`config.mk`:
```
export PLATFORM = sky130hd
export DESIGN_NAME = occupancy_box_and_mask_pack
export DESIGN_NICKNAME = d
export VERILOG_FILES = /design/src/rtl/core/obpk_pkg.sv /design/src/rtl/core/obpk_pack.sv /design/src/rtl/core/occupancy_box_and_mask_pack.sv
export SDC_FILE = /design/constraint.sdc
export NUM_CORES = 1
export LEC_CHECK = 0
export ABC_AREA = 1
export ABC_CLOCK_PERIOD_IN_PS = 10200
export BUFFER_PORTS_ARGS = -buffer_cell sky130_fd_sc_hd__buf_2
export CAP_MARGIN = 10
export CORE_ASPECT_RATIO = 1.4
export CORE_MARGIN = 5
export CORE_UTILIZATION = 30
export CTS_CLUSTER_DIAMETER = 50
export DETAILED_ROUTE_END_ITERATION = 16
export PLACE_DENSITY = 0.54
export RECOVER_POWER = 25
export SLEW_MARGIN = 10
export SYNTH_ARGS = -nofsm -noshare
export SYNTH_HDL_FRONTEND = slang
export SYNTH_HIERARCHICAL = 1
export SYNTH_SLANG_ARGS = --single-unit
```
`constraint.sdc`:
```
create_clock -name i_clk -period 10.2 [get_ports i_clk]
set_clock_uncertainty 0.05 [all_clocks]
set_input_delay 1.53 -clock i_clk [delete_from_list [all_inputs] [get_ports i_clk]]
set_output_delay 1.53 -clock i_clk [all_outputs]
set_load 0.05 [all_outputs]
```
`src/rtl/core/obpk_pkg.sv`:
```
`default_nettype none
// ----------------------------------------------------------------------------
// obpk_pkg
// Shared constants and helpers for the occupancy box and mask packer.
// ----------------------------------------------------------------------------
package obpk_pkg;

    // map layout: rows always use a stride of eight bits
    localparam int MAP_W         = 64;
    localparam int ROW_STRIDE    = 8;
    localparam int GRID_SIDE_DEF = 8;

    // field widths
    localparam int TYPE_W  = 16;
    localparam int POS_W   = 3;
    localparam int SPAN_W  = 4;
    localparam int OFF_W   = 6;
    localparam int AREA_W  = 7;
    localparam int BYTES_W = 9;

    // liquid type that carries no float heights
    localparam logic [TYPE_W-1:0] NO_FLOAT_TYPE = 16'd2;

    // cells of the map that belong to a grid of the given side
    function automatic logic [MAP_W-1:0] grid_mask(input int side);
        logic [MAP_W-1:0] m;
        m = '0;
        for (int z = 0; z < side; z++) begin
            for (int x = 0; x < side; x++) begin
                m[z*ROW_STRIDE+x] = 1'b1;
            end
        end
        return m;
    endfunction

endpackage
`default_nettype wire

```
`src/rtl/core/obpk_pack.sv`:
```
`default_nettype none
// ----------------------------------------------------------------------------
// obpk_pack
// Two-stage compactor: aligns the box rows, then places them row-major
// from bit zero of the packed mask.
// ----------------------------------------------------------------------------
module obpk_pack #(
    parameter int GRID_SIDE = obpk_pkg::GRID_SIDE_DEF
) (
    input  wire logic                             i_clk,
    input  wire logic [obpk_pkg::MAP_W-1:0]       i_map,
    input  wire logic [obpk_pkg::POS_W-1:0]       i_lo_x,
    input  wire logic [obpk_pkg::POS_W-1:0]       i_lo_z,
    input  wire logic [obpk_pkg::SPAN_W-1:0]      i_width,
    input  wire logic                             i_keep,
    output logic      [obpk_pkg::MAP_W-1:0]       o_packed
);

    logic [obpk_pkg::MAP_W-1:0]  shifted;
    logic [GRID_SIDE-1:0]        n_row [GRID_SIDE];
    logic [obpk_pkg::OFF_W-1:0]  n_off [GRID_SIDE];
    logic [GRID_SIDE-1:0]        r_row [GRID_SIDE];
    logic [obpk_pkg::OFF_W-1:0]  r_off [GRID_SIDE];
    logic                        r_keep;
    logic [obpk_pkg::MAP_W-1:0]  n_packed;

    // drop rows below the box, then columns left of it; cells beyond the
    // box edge are empty by definition of the box
    always_comb begin
        shifted = i_map >> {i_lo_z, 3'b000};
        for (int r = 0; r < GRID_SIDE; r++) begin
            n_row[r] = shifted[r*obpk_pkg::ROW_STRIDE +: GRID_SIDE] >> i_lo_x;
            n_off[r] = obpk_pkg::OFF_W'(r * int'(i_width));
        end
    end

    // aligned rows and their target offsets
    always_ff @(posedge i_clk) begin
        r_row  <= n_row;
        r_off  <= n_off;
        r_keep <= i_keep;
    end

    // place each row at row index times box width
    always_comb begin
        n_packed = '0;
        for (int r = 0; r < GRID_SIDE; r++) begin
            n_packed = n_packed |
                ({{(obpk_pkg::MAP_W-GRID_SIDE){1'b0}}, r_row[r]} << r_off[r]);
        end
        if (!r_keep) begin
            n_packed = '0;
        end
    end

    always_ff @(posedge i_clk) begin
        o_packed <= n_packed;
    end

endmodule
`default_nettype wire

```
`src/rtl/core/occupancy_box_and_mask_pack.sv`:
```
`default_nettype none
// ----------------------------------------------------------------------------
// occupancy_box_and_mask_pack
// Bounding box, fill flags, packed mask and height-map size of an
// occupancy grid.
// ----------------------------------------------------------------------------
// Fully pipelined: one map is taken on every cycle that start is high, and
// busy never rises. Each map gives exactly one result, shown with o_strobe
// for a single cycle; the receiver must take it then. The four register
// stages are grid masking and row/column reduction, box edge search, row
// alignment and row placement.
module occupancy_box_and_mask_pack #(
    parameter int GRID_SIDE = obpk_pkg::GRID_SIDE_DEF
) (
    input  wire logic                                i_clk,
    input  wire logic                                i_rst_n,
    input  wire logic                                start,
    output logic                                     busy,
    input  wire logic [obpk_pkg::MAP_W-1:0]          i_occupancy,
    input  wire logic [obpk_pkg::TYPE_W-1:0]         i_liquid_type,
    output logic                                     o_strobe,
    output logic      [obpk_pkg::POS_W-1:0]          o_box_x,
    output logic      [obpk_pkg::POS_W-1:0]          o_box_z,
    output logic      [obpk_pkg::SPAN_W-1:0]         o_box_width,
    output logic      [obpk_pkg::SPAN_W-1:0]         o_box_height,
    output logic                                     o_all_filled,
    output logic                                     o_grid_empty,
    output logic                                     o_mask_present,
    output logic      [obpk_pkg::MAP_W-1:0]          o_packed_mask,
    output logic      [obpk_pkg::BYTES_W-1:0]        o_heightmap_bytes
);

    localparam logic [obpk_pkg::MAP_W-1:0] GRID_MASK = obpk_pkg::grid_mask(GRID_SIDE);

    // stage 1
    logic                           r1_vld;
    logic [obpk_pkg::MAP_W-1:0]     r1_map;
    logic [GRID_SIDE-1:0]           r1_rows;
    logic [GRID_SIDE-1:0]           r1_cols;
    logic                           r1_full;
    logic                           r1_depth_only;
    logic [obpk_pkg::MAP_W-1:0]     n1_map;
    logic [GRID_SIDE-1:0]           n1_rows;
    logic [GRID_SIDE-1:0]           n1_cols;

    // stage 2
    logic                           r2_vld;
    logic [obpk_pkg::MAP_W-1:0]     r2_map;
    logic [obpk_pkg::POS_W-1:0]     r2_lo_x;
    logic [obpk_pkg::POS_W-1:0]     r2_lo_z;
    logic [obpk_pkg::SPAN_W-1:0]    r2_w;
    logic [obpk_pkg::SPAN_W-1:0]    r2_h;
    logic                           r2_full;
    logic                           r2_any;
    logic                           r2_depth_only;
    logic [obpk_pkg::POS_W-1:0]     n2_lo_x;
    logic [obpk_pkg::POS_W-1:0]     n2_lo_z;
    logic [obpk_pkg::SPAN_W-1:0]    n2_hi_x;
    logic [obpk_pkg::SPAN_W-1:0]    n2_hi_z;
    logic                           n2_any;

    // stage 3
    logic                           r3_vld;
    logic [obpk_pkg::POS_W-1:0]     r3_lo_x;
    logic [obpk_pkg::POS_W-1:0]     r3_lo_z;
    logic [obpk_pkg::SPAN_W-1:0]    r3_w;
    logic [obpk_pkg::SPAN_W-1:0]    r3_h;
    logic                           r3_full;
    logic                           r3_any;
    logic                           r3_depth_only;
    logic [obpk_pkg::AREA_W-1:0]    r3_area;
    logic [obpk_pkg::BYTES_W-1:0]   n4_bytes;

    assign busy = 1'b0;

    // keep grid cells only and reduce them per row and per column
    always_comb begin
        n1_map  = i_occupancy & GRID_MASK;
        n1_rows = '0;
        n1_cols = '0;
        for (int z = 0; z < GRID_SIDE; z++) begin
            for (int x = 0; x < GRID_SIDE; x++) begin
                n1_rows[z] = n1_rows[z] | n1_map[z*obpk_pkg::ROW_STRIDE+x];
                n1_cols[x] = n1_cols[x] | n1_map[z*obpk_pkg::ROW_STRIDE+x];
            end
        end
    end

    always_ff @(posedge i_clk) begin
        if (!i_rst_n) begin
            r1_vld <= 1'b0;
        end else begin
            r1_vld <= start;
        end
        r1_map        <= n1_map;
        r1_rows       <= n1_rows;
        r1_cols       <= n1_cols;
        r1_full       <= (n1_map == GRID_MASK);
        r1_depth_only <= (i_liquid_type == obpk_pkg::NO_FLOAT_TYPE);
    end

    // box edges: first and one past last occupied row and column
    always_comb begin
        n2_lo_x = '0;
        n2_lo_z = '0;
        n2_hi_x = '0;
        n2_hi_z = '0;
        for (int i = GRID_SIDE - 1; i >= 0; i--) begin
            if (r1_cols[i]) begin
                n2_lo_x = obpk_pkg::POS_W'(i);
            end
            if (r1_rows[i]) begin
                n2_lo_z = obpk_pkg::POS_W'(i);
            end
        end
        for (int i = 0; i < GRID_SIDE; i++) begin
            if (r1_cols[i]) begin
                n2_hi_x = obpk_pkg::SPAN_W'(i + 1);
            end
            if (r1_rows[i]) begin
                n2_hi_z = obpk_pkg::SPAN_W'(i + 1);
            end
        end
        n2_any = |r1_rows;
    end

    always_ff @(posedge i_clk) begin
        if (!i_rst_n) begin
            r2_vld <= 1'b0;
        end else begin
            r2_vld <= r1_vld;
        end
        r2_map        <= r1_map;
        r2_lo_x       <= n2_lo_x;
        r2_lo_z       <= n2_lo_z;
        // an empty grid has both edges at zero, so spans come out zero
        r2_w          <= n2_hi_x - {1'b0, n2_lo_x};
        r2_h          <= n2_hi_z - {1'b0, n2_lo_z};
        r2_full       <= r1_full;
        r2_any        <= n2_any;
        r2_depth_only <= r1_depth_only;
    end

    // mask compaction over stages three and four
    obpk_pack #(
        .GRID_SIDE (GRID_SIDE)
    ) u_pack (
        .i_clk    (i_clk),
        .i_map    (r2_map),
        .i_lo_x   (r2_lo_x),
        .i_lo_z   (r2_lo_z),
        .i_width  (r2_w),
        .i_keep   (r2_any & ~r2_full),
        .o_packed (o_packed_mask)
    );

    // height-map vertex count
    always_ff @(posedge i_clk) begin
        if (!i_rst_n) begin
            r3_vld <= 1'b0;
        end else begin
            r3_vld <= r2_vld;
        end
        r3_lo_x       <= r2_lo_x;
        r3_lo_z       <= r2_lo_z;
        r3_w          <= r2_w;
        r3_h          <= r2_h;
        r3_full       <= r2_full;
        r3_any        <= r2_any;
        r3_depth_only <= r2_depth_only;
        r3_area       <= ({{(obpk_pkg::AREA_W-obpk_pkg::SPAN_W){1'b0}}, r2_w}
                          + obpk_pkg::AREA_W'(1))
                       * ({{(obpk_pkg::AREA_W-obpk_pkg::SPAN_W){1'b0}}, r2_h}
                          + obpk_pkg::AREA_W'(1));
    end

    // bytes per vertex: five with float heights, one for depth only; none for an empty grid
    always_comb begin
        if (!r3_any) begin
            n4_bytes = '0;
        end else if (r3_depth_only) begin
            n4_bytes = {2'b00, r3_area};
        end else begin
            n4_bytes = {r3_area, 2'b00} + {2'b00, r3_area};
        end
    end

    // output beat
    always_ff @(posedge i_clk) begin
        if (!i_rst_n) begin
            o_strobe <= 1'b0;
        end else begin
            o_strobe <= r3_vld;
        end
        o_box_x           <= r3_lo_x;
        o_box_z           <= r3_lo_z;
        o_box_width       <= r3_w;
        o_box_height      <= r3_h;
        o_all_filled      <= r3_full;
        o_grid_empty      <= ~r3_any;
        // a box around set cells always holds one, so the mask is non-zero
        o_mask_present    <= r3_any & ~r3_full;
        o_heightmap_bytes <= n4_bytes;
    end

endmodule
`default_nettype wire

```
Word-level counts from Yosys, hierarchy flattened --
Index checks and enable logic that the tools add are counted.
Storage, ports and cells: flip-flop bits (word level) 369, bits of input ports 83, output and inout port bits 92
Operators by class: add/sub/neg operators 5, multiply operators 5, eq/ne operators 2, shift-type cells 16, muxes and demuxes 33, bitwise logic cells 124, reductions and logical operators 2
Operators by type and width (number):
- OR 64 bit | 6
- << shifter 8 x 6 -> 64 bit | 5
- OR 1 bit | 112
- equality test 64 bit (second input constant) | 1
- OR 8 x 64 -> 64 bit | 1
- << shifter 8 x 4 -> 64 bit | 1
- << shifter 8 x 5 -> 64 bit | 1
- right shift 64 x 6 -> 64 bit | 1
- right shift 8 x 3 -> 8 bit | 8
- 2-to-1 mux 4 bit | 14
- 2-to-1 mux 3 bit | 16
- equality test 16 x 2 -> 1 bit (second input constant) | 1
- multiplier 3 x 4 -> 6 bit (first input constant) | 2
- adder 4 x 1 -> 5 bit (second input constant) | 2
- adder 9 x 7 -> 9 bit | 1
- OR reduction 8 bit | 1
- subtractor 4 x 3 -> 4 bit | 2
- multiplier 5 x 5 -> 7 bit | 1
- 2-to-1 mux 7 bit | 1
- multiplier 2 x 4 -> 6 bit (first input constant) | 1
- multiplier 2 x 4 -> 5 bit (first input constant) | 1
- inverter 1 bit | 3
- AND 1 bit | 2
- 2-to-1 mux 1 bit | 2
- OR reduction 2 bit | 1

Longest topological paths before layout --
Gate-level depths: netlist (run 1).
depth in word-level cells 9, mapped depth 21, mapped depth without buffers 21

Modules after synthesis --
The synthesis (run 1) kept the hierarchy.
Modules (own cells, without submodules):
- obpk_pack | instances 1, cells an instance 2445, area an instance 13440.4 um^2, sequential area each 2922.8 um^2
- occupancy_box_and_mask_pack | instances 1, cells an instance 579, area an instance 6374.9 um^2, sequential area each 4344.2 um^2

Worst setup path before layout (run 1) --
Ideal clock, no wire load.
path kind register to register, start register r2_w[1] in the netlist's numbering, end register r3_area[6] in the netlist's numbering, setup time 112 ps, arrival 3337 ps, required time 10038 ps, slack 6701 ps, cell stages (with the launch flop) 19, buffers on the path 0, clock period less this slack 3499 ps, path through dfxtp_1 ha_1 inv_1 nand2_2 nand3_1 fa_1 fa_1 fa_1 inv_1 ha_1 nand3_1 nand2_1 nand2_1 nand2_1 inv_1 nand2_1 nand2_1 nand2_1 nand2_1
Between the ends: longest elaborated chain between the ends 2
Ends and longest elaborated chain:
- from (decl) | line occupancy_box_and_mask_pack.sv:51 | logic [obpk_pkg::SPAN_W-1:0] r2_w;
- from (signal assigned) | line occupancy_box_and_mask_pack.sv:137 | r2_w <= n2_hi_x - {1'b0, n2_lo_x};
- adder 4 x 1 -> 5 bit | line occupancy_box_and_mask_pack.sv:172 | + obpk_pkg::AREA_W'(1))
- multiplier 5 x 5 -> 7 bit | line occupancy_box_and_mask_pack.sv:173 | * ({{(obpk_pkg::AREA_W-obpk_pkg::SPAN_W){1'b0}}, r2_h}
- to (signal assigned) | line occupancy_box_and_mask_pack.sv:171 | r3_area <= ({{(obpk_pkg::AREA_W-obpk_pkg::SPAN_W){1'b0}}, r2_w}
- to (decl) | line occupancy_box_and_mask_pack.sv:71 | logic [obpk_pkg::AREA_W-1:0] r3_area;
No other way between the ends. A chain may end at the register's enable or synchronous reset.

==> out/summary.md, run 1 <==
Adding up every negative setup slack in the final design gives 0 ps. The critical path goes through clkbuf_1, inv_2, nand2_1, inv_1, a22oi_1, o21ai_0, a21oi_1, a21oi_1. Dividing the detail-routed wire length by the instance count gives 19.7 um. For this run, design rule violations remaining after detail routing come to 0.

The path class of the tightest hold or removal check is reg2reg. The total track usage came out at 21.3%. The maximum level of the CTS H-tree was 2; the insertion delay to the later sink of the worst-skew pair was 580 ps. For the total of max-cap violations, the log shows 4. For the initial core utilization, the log shows 30.2%. The analysis attributes to cell leakage a power of 0.0106 uW. The die width was 227 um. For the initial antenna violation count, the log shows 0. Setup repair after global routing left no endpoint under its margin. Counting along the longest clock path gives a buffer depth of 3.

Detailed placement ended at an HPWL of 59,900 um. Measured against its own limit, the worst slew margin works out to -63.0%. The most frequent cell on the critical path is sky130_fd_sc_hd__a21oi_1. The count of input and output buffers was 173; the worst IR drop on VDD was 126 uV. The logs give 20,400 for the total number of vias and 363 for the number of clock sinks seen by CTS. Family with the most delay on the worst path: buffers and inverters. Summed over its instances, the top area cell type makes up 36.7% of the synthesized netlist area. After layout, the minimum clock period comes to 4710 ps. Of all nets on the critical path, the largest fanout is 44. The first TritonRoute pass finished after 6 iterations. The hold violation total from the final report was 0; the data arrival time of the worst path was 5010 ps.

Clock tree synthesis selected as its root buffer the cell sky130_fd_sc_hd__clkbuf_16. For this design, the slowest cell found on the critical path is sky130_fd_sc_hd__clkbuf_1. The detail-routed via count per cell came out at 5.16.

The worst hold path stage count is 0. Across all hold checks on the routed design, the worst slack comes to 269 ps. After technology mapping, the gate count stands at 3,024. Entering global routing, the biggest net connects 74 pins. The tools report the number of nets in the final layout as 3,218. The critical path crosses 8 cells after its start point.

The count of antenna-violating nets left after detailed routing came out at 0. The sort of element at the end of the critical path is a register. For the pin with the worst max-slew slack, the measured transition is 2440 ps. Summing every instance area after synthesis gives 19,800 sq um. Global routing finished with a remaining overflow of 0. After clock tree synthesis, the setup repair step added 0 buffers. The largest total area in the synthesized netlist belongs to sky130_fd_sc_hd__dfxtp_1. TritonCTS built the clock tree. Power spread over the standard cell area amounts to 157 nW/um^2. The floorplan step set the die height to 314 um. DRC marker count from the first detailed-route iteration: 1,859. The synthesized design contains 363 register bits. The fraction of layout instances using a drive strength above 1 is 10.4%. Once the clock tree was built, the resizer swapped 0 gates to a different size.

The checks that failed: max-capacitance violations, max-slew violations. The number of nets handed over by synthesis was 3,158. The total number of placement rows is 111, and the weighted congestion at the end of routability-driven global placement is 0.969. The count of buffer and inverter cells on the critical path is 3, and the critical path data required time is 10,500 ps. The core region is 65,600 sq um. For the via count of the first global-routing pass, the log shows 19,500. The routed wire length came out at 78,200 um.

Setup violations remaining at the end of the flow were counted as 0. For the worst flop-to-flop path, the logic depth is 8. For this design, the CTS-stage hold fixing added 0 buffers. By area the synthesized netlist is led by sky130_fd_sc_hd__dfxtp_1 (37%), sky130_fd_sc_hd__nand2_1 (17%), sky130_fd_sc_hd__nand3_1 (14%). Compared with the post-synthesis result, the final layout area differs by 13.6%. For this run, the register share of the synthesized area comes to 36.7%.

For the count of distinct cell types in the synthesized netlist, the log shows 51. During synthesis, Yosys emitted a total of 6 warnings. In this run, CTS created clock tree buffers numbering 41. The post-layout utilization of the core is 34.3%, and the period utilization is 46.2%.

The number of antenna diodes in the final layout is 0. The area enclosed by the die boundary was 71,400 sq um; the average size of a mapped cell was 6.55 sq um. After clock tree synthesis, the clock-pin slew on the worst setup and hold paths is 60 ps. During I/O placement, the number of pins put on the boundary was 175. The critical path launch point type is a register.

The setup path with the least slack is of type reg2reg. The largest single stage delay on the critical path is 1430 ps. Derived from the worst setup path, the maximum achievable clock frequency is 0.212 GHz. For the number of max-slew violations in the final report, the log shows 219.

The flow ran to the end, but the final reports show violations. The run gives 118,000 um as the first-pass GRT wire length.
==> worst reg2reg max path, cell delays in order (launching register included) <==
cell and delay (ps):
sky130_fd_sc_hd__dfxtp_1 300, sky130_fd_sc_hd__clkbuf_1 1430, sky130_fd_sc_hd__inv_2 810, sky130_fd_sc_hd__nand2_1 760, sky130_fd_sc_hd__inv_1 450, sky130_fd_sc_hd__a22oi_1 300
sky130_fd_sc_hd__o21ai_0 130, sky130_fd_sc_hd__a21oi_1 200, sky130_fd_sc_hd__a21oi_1 60
==> layout make-up <==
| cell class | count | area, sq um |
|---|---|---|
| clock buffers | 53 | 1160 |
| clock inverters | 23 | 309 |
| well taps | 847 | 1060 |
| flip-flops and latches | 363 | 7280 |
| repair buffers | 203 | 1070 |
| multi-input cells | 2308 | 11000 |
| fillers | 7372 | 43000 |
| inverters | 167 | 638 |
==> synthesized netlist by cell type (all sizes together) <==
cell type and count:
ha 35, conb 1, nand2 929, a21o 1, nor3 22, nor4b 1, nor2 304, o21bai 1
mux2i 2, a21boi 2, nor4 37, nor3b 1, or2 19, and2 3, nand3 545, inv 164
o221ai 1, clkinv 3, o31ai 1, nand3b 5, clkbuf 71, xor2 8, o21ai 175, xnor2 6
o22ai 12, o211ai 35, nand4 77, a21oi 58, dfxtp 363, fa 16, a22oi 2, a31oi 9
buf 115
==> registers in the layout (all words and copies together) (netlist names), 7 cells and up <==
signal	cells
r1_rows	8
r3_area	7
r2_map	64
u_pack/o_packed	64
u_pack/r_off	17
u_pack/r_row	64
r1_map	64
r1_cols	8
o_heightmap_bytes	9
==> cells by family after synthesis <==
group,synth area share [%]
xor gates and xnor gates,0.619
DFF,36.7
other,0.0189
buffers and inverters,7.88
muxes,0.101
and+or+nand+nor,42.6
AOI/OAI and AO/OA,8.31
adders and majority gates,3.83
==> layout by cell type, fill, tap and decap left out, drive strengths merged, types with 16 or more instances in the layout <==
cell      n
dfxtp   363
nor3     22
buf     198
o21ai   175
or2      19
a21oi    58
fa       16
inv     172
nor4     37
nand2   929
nand4    77
nor2    304
nand3   545
o211ai   35
ha       35
clkbuf   58
==> layer usage <==
metal,track usage (%),up-vias,part of all wire [%]
met4,14.5,0,8.1
met2,35.3,761,47
li1,-,10100,-
met3,2.72,225,5.4
met1,25.6,9328,39
met5,0,-,0
==> report_power, final <==
group,switching [uW],internal (uW)
registers,34.1,1490
logic,333,112
clock network,624,931
==> final timing paths <==
check / slack, ps / endpoint / start
worst max register to register: 5490 / u_pack/r_row[0] / r2_lo_x[0]
worst min-delay path: 270 / r2_map[33] / r1_map[33]
worst min register to register: 270 / r2_map[33] / r1_map[33]
worst max-delay path: 5490 / u_pack/r_row[0] / r2_lo_x[0]
==> through the flow <==
step / area, sq um / std cells / power [uW] / setup WS (ps)
finish: 22500 / 3964 / 3520 / 5490
global route: 22500 / 3964 / 3670 / 5180
CTS: 22500 / 3964 / 3570 / 6370
detailed placement: 21100 / 3888 / 2000 / 6390
global placement: 21100 / 3888 / 2000 / 6400
floorplan: 19800 / 3024 / 1830 / 6700
Power figures use the tool's default switching activity.
==> inputs of run 2 (changes only) <==
- ABC_CLOCK_PERIOD_IN_PS: 10200 -> 4750
- clock period: 10.2 -> 4.75 ns (I/O delays scaled with it)
==> run 2 against run 1 <==
  * The run now ends clean
  * Design area shrank 0.37%
  * Critical endpoint is now r3_area[6]
  * Sequential power grew 110%
  * Non-clock buffer count grew 10
  * Highest routed layer unchanged
  * Combinational power grew 110%
  * Register-to-register slack lost 4500 ps
  * Clock power grew 100%
  * Utilization shrank 0.13 points
  * Global-route usage grew 0.057 points
  * First-iteration DRC count grew 7.7%
  * Wire length grew 1.3%
  * Critical path type unchanged
  * Clock-buffer cell count shrank 3
==> out/summary.md, run 2 (same netlist as run 1, synthesis figures left out) <==
The register cell area after layout was 7280 sq um; the quantity of hold-fixing buffers added after cts was 0. The hold violation total from the final report is 0. TritonCTS built the clock tree. Of the cells placed in the final design, the portion with a size suffix greater than 1 is 8.71%. The maximum net fanout on the critical path works out to 13. Maximum level of the CTS H-tree: 2.

The net count of the finished layout is 3,227. The number of max-slew violations in the final report came out at 0. Clock-pin slew was measured on the worst setup and hold paths at 60 ps. Once detail routing completed, the nets flagged for antenna violations numbered 0. The post-layout utilization of the core is 34.2%, and the die width is 227 um. After layout, the minimum clock period comes to 3760 ps. The run finished with clean final reports. At the worst endpoint, the arrival time is 4170 ps.

The summed negative setup slack over all endpoints came out at 0 ps. The worst slew margin relative to its limit is 23.3%. Of the available clock period, the critical path in the final layout requires 79.1%. The path type of the worst min-delay path is in2reg. The worst-case clock buffer depth is 3. Setup repair after global routing left no endpoint under its margin. For this design the top-level I/O count stands at 175. Total half-perimeter wirelength after legalization and detailed placement: 60,800 um. The worst setup path is launched from a register.

The total of max-cap violations is 0. Measured along the y axis, the die boundary spans 314 um. The count of input and output buffers works out to 173. The detailed-routing iteration count for the pre-antenna-repair pass came out at 6. The via count of the first global-routing pass was 19,400. The critical path is of the reg2reg type. The logs give 73 for the maximum number of pins on one net before global-route repair and 1.02 for the weighted congestion at the end of routability-driven global placement. The worst setup path is captured at a register. The leading cell type in the layout, fill and taps excluded is sky130_fd_sc_hd__nand2_1. The core region is 65,600 sq um. For the leakage power figure, the log shows 0.0105 uW.

The logs give 3,898 for the number of placed instances with taps included and 79,200 um for the routed wire length. Data on the critical path is required at its endpoint by 5160 ps. 0 antenna diodes ended up in the layout. In the final routed layout, each cell accounts on average for 20.0 um. The number of clock sinks seen by CTS is 363, and the post-cts resize count is 0. After clock tree synthesis, the setup repair step added 0 buffers. Setup violations remaining at the end of the flow were counted as 0. Static timing analysis puts the maximum clock frequency at 0.266 GHz.

TritonCTS created 40 clock buffers. The root buffer cell chosen for the clock tree is sky130_fd_sc_hd__clkbuf_16. Initial antenna violation count: 0. The layout overhead on the synthesized area is 13.2%. The total number of placement rows came out at 111. The tools report the first-pass GRT wire length as 118,000 um.

The run gives 3,970 as the number of standard cells in the layout, taps in and fillers out. Global routing used 21.4% of the available tracks across all layers. The layout has 7,327 filler cells.

For this configuration, the core starts out at a cell density of 30.2%. In this run, the number of DRC markers left after iteration 0 of detailed routing was 2,003. The library cells used most frequently in the layout, excluding fill and tap cells, are sky130_fd_sc_hd__nand2_1 (919), sky130_fd_sc_hd__nand3_1 (543), sky130_fd_sc_hd__dfxtp_1 (356). The worst IR drop on VDD is 315 uV, and the area enclosed by the die boundary is 71,400 sq um. Dividing the detail-routed via count by the number of cells gives 5.19. For this run, design rule violations remaining after detail routing come to 0.

The later pin in the worst-skew pair is clocked with a latency of 570 ps. The routed layout has 20,600 vias. The total area of multi-input combinational cells is 11,000 sq um, and the power density over cell area is 329 nW/um^2.

For this run the aggregate overflow at the end of global routing stands at 0. For the pin with the worst max-slew slack, the measured transition is 1140 ps.
-- run 2: cell types whose count changed in the layout (fill, tap and decap cells not counted) --
cell	previous run	this run
sky130_fd_sc_hd__buf_2	173	109
sky130_fd_sc_hd__buf_4	25	40
sky130_fd_sc_hd__bufinv_16	4	2
sky130_fd_sc_hd__clkbuf_1	10	67
sky130_fd_sc_hd__clkbuf_16	43	41
sky130_fd_sc_hd__clkbuf_8	5	6
sky130_fd_sc_hd__clkinv_16	0	1
sky130_fd_sc_hd__clkinv_2	5	7
sky130_fd_sc_hd__clkinv_8	4	3
sky130_fd_sc_hd__clkinvlp_4	0	2
sky130_fd_sc_hd__inv_6	7	6
sky130_fd_sc_hd__inv_8	3	1
-- run 2: power by group --
part | internal [uW] | total (uW) | switching, uW
registers | 3200 | 3270 | 70.3
logic | 233 | 954 | 721
clock network | 1820 | 3140 | 1320
-- run 2: worst max-delay path, cell delays in order (launching register included) --
cell	delay [ps]
sky130_fd_sc_hd__dfxtp_1	680
sky130_fd_sc_hd__ha_1	280
sky130_fd_sc_hd__inv_1	60
sky130_fd_sc_hd__nand2_2	70
sky130_fd_sc_hd__nand3_1	100
sky130_fd_sc_hd__fa_1	570
sky130_fd_sc_hd__fa_1	430
sky130_fd_sc_hd__fa_1	490
sky130_fd_sc_hd__inv_1	40
sky130_fd_sc_hd__ha_1	330
sky130_fd_sc_hd__nand3_1	110
sky130_fd_sc_hd__nand2_1	80
sky130_fd_sc_hd__nand2_1	40
sky130_fd_sc_hd__nand2_1	70
sky130_fd_sc_hd__inv_1	40
sky130_fd_sc_hd__nand2_1	60
sky130_fd_sc_hd__nand2_1	50
sky130_fd_sc_hd__nand2_1	50
sky130_fd_sc_hd__nand2_1	40
-- run 2: through the flow --
stage / area (sq um) / setup slack (ps) / hold WS (ps) / power [uW]
2_1_floorplan: 19800 / 1250 / 260 / 3940
3_3_place_gp: 21100 / 971 / 260 / 4290
3_5_place_dp: 21100 / 978 / 262 / 4290
4_1_cts: 22500 / 952 / 204 / 7480
5_1_grt: 22400 / 680 / 237 / 7670
6_report: 22400 / 993 / 259 / 7370
-- run 2: final timing paths --
check / from / end / slack [ps] / cells past startpoint
max: r2_w[0] / r3_area[6] / 990 / 18
min: i_occupancy[33] / r1_map[33] / 260 / 1
max reg2reg: r2_w[0] / r3_area[6] / 990 / 18
min reg2reg: r1_map[62] / r2_map[62] / 260 / 0
-- run 2: metal layers --
metal	vias up	GRT usage (%)	share of wire [%]
li1	10100	-	-
met1	9402	26.0	40
met2	821	35.4	47
met3	239	2.57	5.3
met4	0	14.0	8.2
met5	-	0	0
-- run 2: area by class of cell --
| type | instances | area share, % |
|---|---|---|
| Tap cell | 847 | 4.73 |
| Clock inverter | 22 | 1.14 |
| Sequential cell | 363 | 32.4 |
| Timing Repair Buffer | 213 | 4.84 |
| Multi-Input combinational cell | 2308 | 49.0 |
| Clock buffer | 50 | 4.99 |
| Inverter | 167 | 2.85 |
==> inputs of run 3 (changes only) <==
- ABC_CLOCK_PERIOD_IN_PS: 4750 -> 3500
- clock period: 4.75 -> 3.5 ns (I/O delays scaled with it)
==> run 3 against run 2 <==
  * Sequential power rose by 36%
  * Largest cell class unchanged
  * Global-route usage rose by 0.11 points
  * Via count fell by 0.18%
  * Maximum frequency rose by 13%
  * Worst hold slack got worse by 160 ps
  * Highest routed layer unchanged
==> out/summary.md, run 3 (same netlist as run 1, synthesis figures left out) <==
The maximum level of the CTS H-tree was 2. Path type of the worst min-delay path: in2reg. The region available for standard cell placement spans 65,600 sq um. The slack of the critical path is 181 ps. Clock tree synthesis selected as its root buffer the cell sky130_fd_sc_hd__clkbuf_16. The worst setup path is of the reg2reg kind. The run gives 0 as the number of max-slew violations in the final report. The filler cell count was 7,337; the worst IR drop on VDD was 374 uV. Insertion delay to the later sink of the worst-skew pair: 560 ps. For the number of clock sinks seen by CTS, the log shows 363. After the last flow step, the layout net total stands at 3,249. The die covers 71,400 sq um. 175 I/O pins were placed. In this run the tightest slew margin relative to its limit is 19.4%.

Dividing total power by cell area gives a power density of 435 nW/um^2. The summed negative setup slack over all endpoints came out at 0 ps. The weighted congestion at the end of routability-driven global placement is 1.01. STA classifies the critical path startpoint as a register. Summing all multi-input logic gate instances after layout gives 11,100 sq um. Entering global routing, the biggest net connects 64 pins. The worst setup slack before clock tree synthesis came out at 75.5 ps.

Once layout is done, the placed cells without fillers occupy 22,600 sq um. The number of hold buffers added after CTS was 0. For the initial antenna violation count, the log shows 0. The cell that appears most often on the critical path is sky130_fd_sc_hd__nand2_1.

The leading cell type in the layout, fill and taps excluded was sky130_fd_sc_hd__nand2_1. The first global-routing pass estimated 119,000 um of wire. Of the available clock period, the critical path in the final layout requires 94.8%. Max-cap violations in this run came to 0.

The clock-pin slew on the worst setup and hold paths is 60 ps. The die width is 227 um, and the total half-perimeter wirelength after legalization and detailed placement is 61,800 um. The initialized floorplan defines 111 standard-cell rows. The detail-routed via count per cell is 5.15, and the number of standard cells in the layout, taps in and fillers out is 3,990.

For this run the aggregate overflow at the end of global routing stands at 0. Once placement finished, the instance area stood at 21,300 sq um. In this run the remaining antenna-violating nets after routing total 0. The critical path data required time is 3910 ps, and the layout overhead on the synthesized area is 14.1%. In the layout the commonest cells are sky130_fd_sc_hd__nand2_1 (918), sky130_fd_sc_hd__nand3_1 (541), sky130_fd_sc_hd__dfxtp_1 (351). The slowest stage of the critical path is the sky130_fd_sc_hd__fa_1 cell.

For the number of placed instances with taps included, the log shows 3,921. The total number of vias came out at 20,600. TritonCTS created 39 clock buffers.

Setup repair after global routing could not meet its margin everywhere. TritonCTS built the clock tree. The count of input and output buffers was 173; the peak clock frequency supported by timing was 0.301 GHz.

After layout, the minimum clock period comes to 3320 ps. The count of inserted antenna diode cells is 0, and the worst-case clock buffer depth is 3. The DRC marker count from the first detailed-route iteration came out at 1,765. Once the floorplan was initialized, standard cells occupied 30.2% of the core. The run gives 0 as the hold violation total from the final report. In the global route stage, overall resource usage came out at 21.5%.

For this design the static power due to leakage is 0.0106 uW. The worst setup path is captured at a register. Cells with a size suffix above 1 make up 9.70% of the layout. The logs give 3730 ps for the data arrival time of the worst path and 79,200 um for the routed wire length. The count of buffer and inverter cells on the critical path is 3, and the number of setup violations in the final report is 0. The register cell area after layout was 7280 sq um; the post-cts resize count was 0. The signal on the critical path passes through ha_4, nand2_2, clkinv_2, nand2_2, or2_4, fa_1, fa_1, fa_1, inv_2, ha_4, nand3_2, nand2_1, nand2_1, nand2_1, inv_1, nand2_1, nand2_1, nand2_1, nand2_1. The maximum net fanout on the critical path was 2; the worst hold slack was 98.7 ps. The run finished with clean final reports. The pre-antenna-repair detailed-routing pass consisted of 6 iterations. The count of buffers added by post-CTS timing repair for setup is 0, and the pin slew with the least headroom to its limit is 1200 ps.

The family with the most delay on the worst path was adder cells. In this run the vertical extent of the chip is 314 um. After detailed routing, the number of remaining DRC violations is 0. The via count of the first global-routing pass was 19,600.

After detailed routing, the average wire length per cell comes to 19.8 um. The highest cell delay on the worst timing path works out to 530 ps.
==> run 3: cell count changes in the layout (fill, tap and decap cells not counted), moves of 2 or more <==
cell                       previous run  this run
sky130_fd_sc_hd__dfxtp_2              7        12
sky130_fd_sc_hd__nand3_2              2         4
sky130_fd_sc_hd__nand3_1            543       541
sky130_fd_sc_hd__nor2_2               6         8
sky130_fd_sc_hd__dfxtp_1            356       351
sky130_fd_sc_hd__ha_1                35        32
sky130_fd_sc_hd__clkinv_4             2         4
sky130_fd_sc_hd__buf_4               40        62
sky130_fd_sc_hd__ha_4                 0         3
sky130_fd_sc_hd__nor2_1             296       294
sky130_fd_sc_hd__clkbuf_1            67        70
==> run 3: layout make-up <==
cell class | count | share of cell area [%]
inverter | 167 | 2.82
clock inverter | 19 | 0.936
clock buffer | 50 | 4.82
sequential | 363 | 32.2
tap | 847 | 4.69
multi-input combinational | 2308 | 48.9
timing repair buffer | 236 | 5.62
==> run 3: worst paths after layout <==
kind / from / to / slack, ps / depth (start not counted)
worst max-delay path: r2_h[1] / r3_area[6] / 180 / 19
worst min-delay path: i_occupancy[17] / r1_map[17] / 100 / 1
worst max register to register: r2_h[1] / r3_area[6] / 180 / 19
worst min register to register: r1_map[48] / r2_map[48] / 270 / 0
==> run 3: report_power, final <==
part           internal (uW)  total [uW]  switching (uW)
logic                    321        1300             980
clock network           2380        4080            1700
registers               4350        4440            95.5
==> run 3: routing by layer <==
layer  share of wire, %  global-route usage (%)
met3                5.1                    2.24
met4                7.9                    13.8
met1                 40                    26.0
met5                  0                       0
met2                 47                    36.1
==> run 3: through the flow <==
stage / util [%] / total power (uW)
after global placement: 32.5 / 5830
after detailed placement: 32.5 / 5830
after CTS: 34.5 / 9980
after floorplan: - / 5340
after global routing: 34.5 / 10300
final: 34.5 / 9830
